`src/rtl/dtip_pkg.sv`:
```
package dtip_pkg;

  // Operation codes carried by the opcode field.
  localparam logic [1:0] OP_TICK  = 2'd0;
  localparam logic [1:0] OP_READ  = 2'd1;
  localparam logic [1:0] OP_WRITE = 2'd2;

  // Register map.
  localparam logic [3:0] REG_TA_LO = 4'd4;
  localparam logic [3:0] REG_TA_HI = 4'd5;
  localparam logic [3:0] REG_TB_LO = 4'd6;
  localparam logic [3:0] REG_TB_HI = 4'd7;
  localparam logic [3:0] REG_ICR   = 4'd13;
  localparam logic [3:0] REG_CRA   = 4'd14;
  localparam logic [3:0] REG_CRB   = 4'd15;

  // Control and interrupt register bit positions.
  localparam int BIT_RUN   = 0;
  localparam int BIT_LOAD  = 4;
  localparam int BIT_SRC   = 5;
  localparam int BIT_SETCL = 7;

  // Result of one timer's tick evaluation.
  typedef struct packed {
    logic [15:0] count_next;
    logic        underflow;
  } dtip_tick_t;

endpackage

```
`src/rtl/dtip_timer.sv`:
```
module dtip_timer
  import dtip_pkg::*;
(
  input  logic [15:0] count,
  input  logic [15:0] latch,
  input  logic        active,
  input  logic [7:0]  elapsed_cycles,
  output dtip_tick_t  tick
);

  logic [15:0] elapsed_ext;

  assign elapsed_ext = {8'h00, elapsed_cycles};

  // Count down by the elapsed cycles; reload from the latch at or below zero.
  always_comb begin
    tick.count_next = count;
    tick.underflow  = 1'b0;
    if (active) begin
      if (count <= elapsed_ext) begin
        tick.count_next = latch;
        tick.underflow  = 1'b1;
      end else begin
        tick.count_next = count - elapsed_ext;
      end
    end
  end

endmodule

```
`src/rtl/dual_timer_interrupt_peripheral.sv`:
```
// Two 16-bit down-counting timers with byte-wide latches, an interrupt mask
// and an interrupt status register. Each input transfer is a tick carrying
// elapsed processor cycles, a register read or a register write, and each
// produces exactly one result transfer (read_data, irq_pulse). An item passes
// an input register and then a result register, so one item is taken every
// clock unless out_ready holds the result register back; the result register
// holds under back-pressure while the input register keeps accepting one more.
// Reading the status register (13) returns the flags and clears them. Timers
// count only when running with input source 0 (processor clock).
module dual_timer_interrupt_peripheral
  import dtip_pkg::*;
(
  input  logic       clk,
  input  logic       rst,
  input  logic       in_valid,
  output logic       in_ready,
  input  logic [1:0] opcode,
  input  logic [3:0] reg_addr,
  input  logic [7:0] write_data,
  input  logic [7:0] elapsed_cycles,
  output logic       out_valid,
  input  logic       out_ready,
  output logic [7:0] read_data,
  output logic       irq_pulse
);

  // Input register.
  logic       item_valid;
  logic [1:0] item_op;
  logic [3:0] item_addr;
  logic [7:0] item_data;
  logic [7:0] item_elapsed;

  // Timer state.
  logic [15:0] latch_a, latch_b, count_a, count_b;
  logic        run_a, run_b, mask_a, mask_b, flag_a, flag_b;
  logic        source_a;
  logic [1:0]  source_b;

  logic [15:0] latch_a_next, latch_b_next, count_a_next, count_b_next;
  logic        run_a_next, run_b_next, mask_a_next, mask_b_next;
  logic        flag_a_next, flag_b_next;
  logic        source_a_next;
  logic [1:0]  source_b_next;
  logic [7:0]  rd_next;
  logic        irq_next;

  logic       advance;
  dtip_tick_t tick_a, tick_b;

  // The item moves into the result register when that register is free or being read out.
  assign advance  = item_valid && (!out_valid || out_ready);
  assign in_ready = !item_valid || advance;

  always_ff @(posedge clk) begin
    if (rst) begin
      item_valid <= 1'b0;
    end else if (in_ready) begin
      item_valid <= in_valid;
    end
    if (in_valid && in_ready) begin
      item_op      <= opcode;
      item_addr    <= reg_addr;
      item_data    <= write_data;
      item_elapsed <= elapsed_cycles;
    end
  end

  dtip_timer u_timer_a (
    .count          (count_a),
    .latch          (latch_a),
    .active         (run_a && !source_a),
    .elapsed_cycles (item_elapsed),
    .tick           (tick_a)
  );

  dtip_timer u_timer_b (
    .count          (count_b),
    .latch          (latch_b),
    .active         (run_b && (source_b == 2'd0)),
    .elapsed_cycles (item_elapsed),
    .tick           (tick_b)
  );

  // Next state and result for the item in the input register.
  always_comb begin
    latch_a_next  = latch_a;
    latch_b_next  = latch_b;
    count_a_next  = count_a;
    count_b_next  = count_b;
    run_a_next    = run_a;
    run_b_next    = run_b;
    mask_a_next   = mask_a;
    mask_b_next   = mask_b;
    flag_a_next   = flag_a;
    flag_b_next   = flag_b;
    source_a_next = source_a;
    source_b_next = source_b;
    rd_next       = 8'h00;
    irq_next      = 1'b0;
    unique case (item_op)
      OP_TICK: begin
        count_a_next = tick_a.count_next;
        count_b_next = tick_b.count_next;
        if (tick_a.underflow) begin
          flag_a_next = 1'b1;
        end
        if (tick_b.underflow) begin
          flag_b_next = 1'b1;
        end
        irq_next = (tick_a.underflow && mask_a) || (tick_b.underflow && mask_b);
      end
      OP_READ: begin
        unique case (item_addr)
          REG_TA_LO: rd_next = count_a[7:0];
          REG_TA_HI: rd_next = count_a[15:8];
          REG_TB_LO: rd_next = count_b[7:0];
          REG_TB_HI: rd_next = count_b[15:8];
          REG_ICR: begin
            rd_next = {(flag_a && mask_a) || (flag_b && mask_b), 5'b00000,
                       flag_b, flag_a};
            flag_a_next = 1'b0;
            flag_b_next = 1'b0;
          end
          default: rd_next = 8'h00;
        endcase
      end
      OP_WRITE: begin
        unique case (item_addr)
          REG_TA_LO: latch_a_next = {latch_a[15:8], item_data};
          REG_TA_HI: latch_a_next = {item_data, latch_a[7:0]};
          REG_TB_LO: latch_b_next = {latch_b[15:8], item_data};
          REG_TB_HI: latch_b_next = {item_data, latch_b[7:0]};
          REG_ICR: begin
            if (item_data[0]) begin
              mask_a_next = item_data[BIT_SETCL];
            end
            if (item_data[1]) begin
              mask_b_next = item_data[BIT_SETCL];
            end
          end
          REG_CRA: begin
            run_a_next    = item_data[BIT_RUN];
            source_a_next = item_data[BIT_SRC];
            if (item_data[BIT_LOAD]) begin
              count_a_next = latch_a;
            end
          end
          REG_CRB: begin
            run_b_next    = item_data[BIT_RUN];
            source_b_next = item_data[BIT_SRC+1:BIT_SRC];
            if (item_data[BIT_LOAD]) begin
              count_b_next = latch_b;
            end
          end
          default: begin
          end
        endcase
      end
      default: begin
      end
    endcase
  end

  // State update and result register.
  always_ff @(posedge clk) begin
    if (rst) begin
      latch_a   <= 16'h0000;
      latch_b   <= 16'h0000;
      count_a   <= 16'h0000;
      count_b   <= 16'h0000;
      run_a     <= 1'b0;
      run_b     <= 1'b0;
      mask_a    <= 1'b0;
      mask_b    <= 1'b0;
      flag_a    <= 1'b0;
      flag_b    <= 1'b0;
      source_a  <= 1'b0;
      source_b  <= 2'd0;
      out_valid <= 1'b0;
    end else begin
      if (advance) begin
        latch_a   <= latch_a_next;
        latch_b   <= latch_b_next;
        count_a   <= count_a_next;
        count_b   <= count_b_next;
        run_a     <= run_a_next;
        run_b     <= run_b_next;
        mask_a    <= mask_a_next;
        mask_b    <= mask_b_next;
        flag_a    <= flag_a_next;
        flag_b    <= flag_b_next;
        source_a  <= source_a_next;
        source_b  <= source_b_next;
        out_valid <= 1'b1;
      end else if (out_ready) begin
        out_valid <= 1'b0;
      end
    end
    if (advance) begin
      read_data <= rd_next;
      irq_pulse <= irq_next;
    end
  end

  // An interrupt pulse only comes from a tick, which never returns read data.
  a_irq_no_data: assert property (@(posedge clk) disable iff (rst)
    out_valid && irq_pulse |-> read_data == 8'h00)
    else $error("irq_pulse with nonzero read_data");

  // A status read leaves both flags clear.
  a_status_clear: assert property (@(posedge clk) disable iff (rst)
    advance && item_op == OP_READ && item_addr == REG_ICR |=> !flag_a && !flag_b)
    else $error("status flags not cleared by read");

  // An underflow of timer A on a tick sets its flag.
  a_flag_a_set: assert property (@(posedge clk) disable iff (rst)
    advance && item_op == OP_TICK && tick_a.underflow |=> flag_a)
    else $error("timer A underflow did not set flag");

  // With the result register empty, the input side is never stalled.
  a_ready_free: assert property (@(posedge clk) disable iff (rst)
    !out_valid |-> in_ready)
    else $error("input stalled while result register empty");

endmodule

```
`config.mk`:
```
export PLATFORM = sky130hd
export DESIGN_NAME = dual_timer_interrupt_peripheral
export DESIGN_NICKNAME = d
export VERILOG_FILES = /design/src/rtl/dtip_pkg.sv /design/src/rtl/dtip_timer.sv /design/src/rtl/dual_timer_interrupt_peripheral.sv
export SDC_FILE = /design/constraint.sdc
export NUM_CORES = 1
export LEC_CHECK = 0
export BUFFER_PORTS_ARGS = -buffer_cell sky130_fd_sc_hd__buf_2
export CORE_UTILIZATION = 55
export DETAILED_ROUTE_END_ITERATION = 6
export MAX_ROUTING_LAYER = met4
export PLACE_DENSITY = 0.73
export REMOVE_ABC_BUFFERS = 1
export SETUP_SLACK_MARGIN = 0.2
export SLEW_MARGIN = 5
export SYNTH_ARGS = -nofsm -noshare
export SYNTH_HDL_FRONTEND = slang
export SYNTH_SLANG_ARGS = --single-unit
```
`constraint.sdc`:
```
create_clock -name clk -period 4.64 [get_ports clk]
set_clock_uncertainty 0.2 [all_clocks]
set_input_delay 0.232 -clock clk [delete_from_list [all_inputs] [get_ports clk]]
set_output_delay 0.232 -clock clk [all_outputs]
set_load 0.01 [all_outputs]
```
==> key figures <==
Worst setup path
  • Worst setup SP type: register
  • Reg-to-reg startpoint: item_elapsed[0]$_DFFE_PP_
  • Crit path arrival time: 3.51 ns
  • Critical Path RT: 4.74 ns
  • Crit path from: item_elapsed[0]$_DFFE_PP_
  • CP Cell Sequence: ha_1, fa_1, nand2b_1, a211o_1, a31oi_1, and2_0, o311ai_0, a311oi_1
  • Worst path top cell family by delay: compound AO/OA/AOI/OAI gates
  • Slowest cell delay on critical path: 0.54 ns
  • R2r setup slk: 1.23 ns
  • Setup crit end kind: register
  • Crit Path Category: register to register
  • Critical path's slowest cell: and2_0
  • CP max FO: 9
  • Critical R2R Capture: count_a[6]$_SDFFE_PP0P_
  • CP endpoint: count_a[6]$_SDFFE_PP0P_
  • Levels on crit path: 8
  • R2R depth: 8
  • CP bufs+invs: 0

Global routing
  • Vias in the first global route: 5098
  • Initial antenna violation count: 0
  • Gr usage total: 31.9%
  • Congestion Overflow GR: 0
  • First-pass GRT wire length: 26600 um
  • Pin count of the biggest net entering global routing: 38

Die
  • Core area: 10400 um^2
  • Die X: 106 um
  • Initial core utilization: 56.8%
  • IO Count: 37
  • Row Count: 37
  • Die height: 106 um
  • Die area: 11100 um^2

Final layout
  • Fill cells: 948
  • Core Util, Final: 62.8%
  • Area grow syn2layout: 10.4%
  • Final net count: 771
  • Commonest non-fill, non-tap cells in the layout: 75 x dfxtp_1, 73 x nand2_1, 69 x a21oi_1
  • Post-route insts no fill: 867
  • Inserted Diodes: 0
  • Leading cell type in the layout, fill and taps excluded: dfxtp_1
  • Share of cells above drive strength 1: 9.99%

Pwr
  • IR drop worst, VDD: 0.340 mV
  • P_leak: 0.00232 uW
  • Power Density: 256 nW/um^2

Synthesis
  • Synth Instances: 689
  • Yosys cell types: 73
  • Syn Area/Cell: 8.55 um^2
  • Synth warn: 0
  • Mapped cell area: 5890 um^2
  • Async set or reset register ratio after synthesis: 0%
  • Prevailing post-synth register cell: dfxtp_1
  • Sequential-to-total area share from yosys stat: 41.3%
  • Post-synth EDFFs: 31
  • Post-synthesis register bit count: 106

Placement
  • IO Port Bufs: 36
  • Placed insts: 828
  • DP Worst Slack: 1.33 ns
  • HPWL Detailed: 12200 um
  • GPL Wtd Cong: 0.935

Detailed routing
  • Avg Vias per Cell: 6.42
  • Wire per inst: 19.1 um
  • DR DRC count: 0
  • Total number of vias: 5563
  • Final WL: 16600 um
  • DRT iter0 DRCs: 581
  • Drt first pass iters: 6
  • Post-DRT Antenna Nets: 0

Clocking
  • CTS Root Buffer Type: clkbuf_8
  • TritonCTS clock tree: built
  • Maximum clock insertion buffer count: 2
  • CTS sink cnt: 106
  • Clock latency on the worst-skew pair: 0.40 ns
  • Clock Pin Slew Worst Setup and Hold Paths: 0.11 ns
  • CTS Buf Count: 9
  • H-tree depth: 3

Timing
  • Slew headroom: 26.3%
  • Worst-margin pin slew: 1.10 ns
  • Final Max Tran Viols: 0
  • RSZ-0062 raised after global routing: no
  • Minimum clock period: 3.41 ns
  • Hold Worst Slack: 0.221 ns
  • FMAX: 293 MHz
  • Crit share post-route: 73.4%
  • Setup TNS: 0 ns
  • Setup violations, final: 0
  • Final Hold Viols: 0
  • Worst setup margin: 1.23 ns

Worst hold path
  • Hold/Removal Path Class: primary input to register

Flow run
  • Max Cap Violations: 0

Status
  • Status: complete, no violations
logic make-up (layout without fill, tap and decap cells):
group / count (synthesis) / after routing / synth area share, %
flops: 106 / 106 / 41.3
compound gates: 194 / 194 / 22.1
fa+ha+maj: 18 / 18 / 4.08
mux: 16 / 16 / 2.84
xor+xnor: 8 / 8 / 1.19
buf+inv: 56 / 98 / 4.35
simple gates: 291 / 291 / 24.1
worst min path at each step:
stage,depth (start not counted),from,slack [ns],to
finish,2,rst,0.22,latch_b[10]$_SDFFE_PP0P_
global route,2,rst,0.24,latch_b[1]$_SDFFE_PP0P_
CTS,2,rst,0.21,latch_b[2]$_SDFFE_PP0P_
detailed placement,1,write_data[1],0.21,item_data[1]$_DFFE_PP_
global placement,1,write_data[1],0.21,item_data[1]$_DFFE_PP_
floorplan,1,rst,0.10,latch_a[0]$_SDFFE_PP0P_
synth_stat cells (14+ instances only):
| cell type | n | area share, % |
|---|---|---|
| clkbuf_1 | 28 | 1.8 |
| nand3_1 | 49 | 4.2 |
| a21oi_1 | 69 | 5.9 |
| ha_1 | 16 | 3.4 |
| nor3_1 | 19 | 1.6 |
| nand2_1 | 73 | 4.6 |
| nor2_1 | 68 | 4.3 |
| nand2b_1 | 14 | 1.5 |
| edfxtp_1 | 31 | 16 |
| dfxtp_1 | 75 | 25 |
| inv_1 | 18 | 1.1 |
| o21ai_0 | 23 | 2.0 |
state kept, by name, indices dropped and copies added, names as in the netlist, 2 cells and up:
signal	flops
item_addr	4
latch_b	16
item_op	2
item_elapsed	8
latch_a	16
count_b	16
source_b	2
item_data	8
read_data	8
count_a	16
worst register-to-register path: stages, from the launching register on:
cell and delay, ns:
edfxtp_1 0.41, ha_1 0.24, fa_1 0.39, nand2b_1 0.23
a211o_1 0.28, a31oi_1 0.47, and2_0 0.54, o311ai_0 0.25
a311oi_1 0.29
cell type report:
type | instances | area (um^2) | area share, %
Clock buffer | 10 | 138 | 2.11
Clock inverter | 5 | 37.5 | 0.577
Inverter | 18 | 67.6 | 1.04
Multi-Input combinational cell | 527 | 3200 | 49.2
Sequential cell | 106 | 2430 | 37.4
Tap cell | 136 | 170 | 2.61
Timing Repair Buffer | 65 | 458 | 7.04
stage by stage:
step	total power (uW)	instance area [um^2]
after CTS	1670	6510
after floorplan	1070	5700
final	1660	6510
after global placement	1120	6090
after detailed placement	1130	6090
after global routing	1730	6510
where the power goes:
part	switching, uW	internal, uW	total [uW]
clock network	330	211	541
registers	20.6	970	991
logic	80.8	52.1	133
what timing repair did:
action / CTS / global route
hold endpoints to repair: 24 / 0
buffers inserted: 0 / 0
hold buffers: 24 / 0
resized for setup: 0 / 0
metal layers:
layer,vias to the layer above,global-route usage (%),wire length (um),part of all wire [%]
met4,0,10.0,384,2.3
met3,35,7.73,1380,8.3
met5,-,-,0,0
met2,268,48.2,7380,45
met1,2616,42.4,7410,45
li1,2644,-,-,-
(Power assumes the default switching activity.)
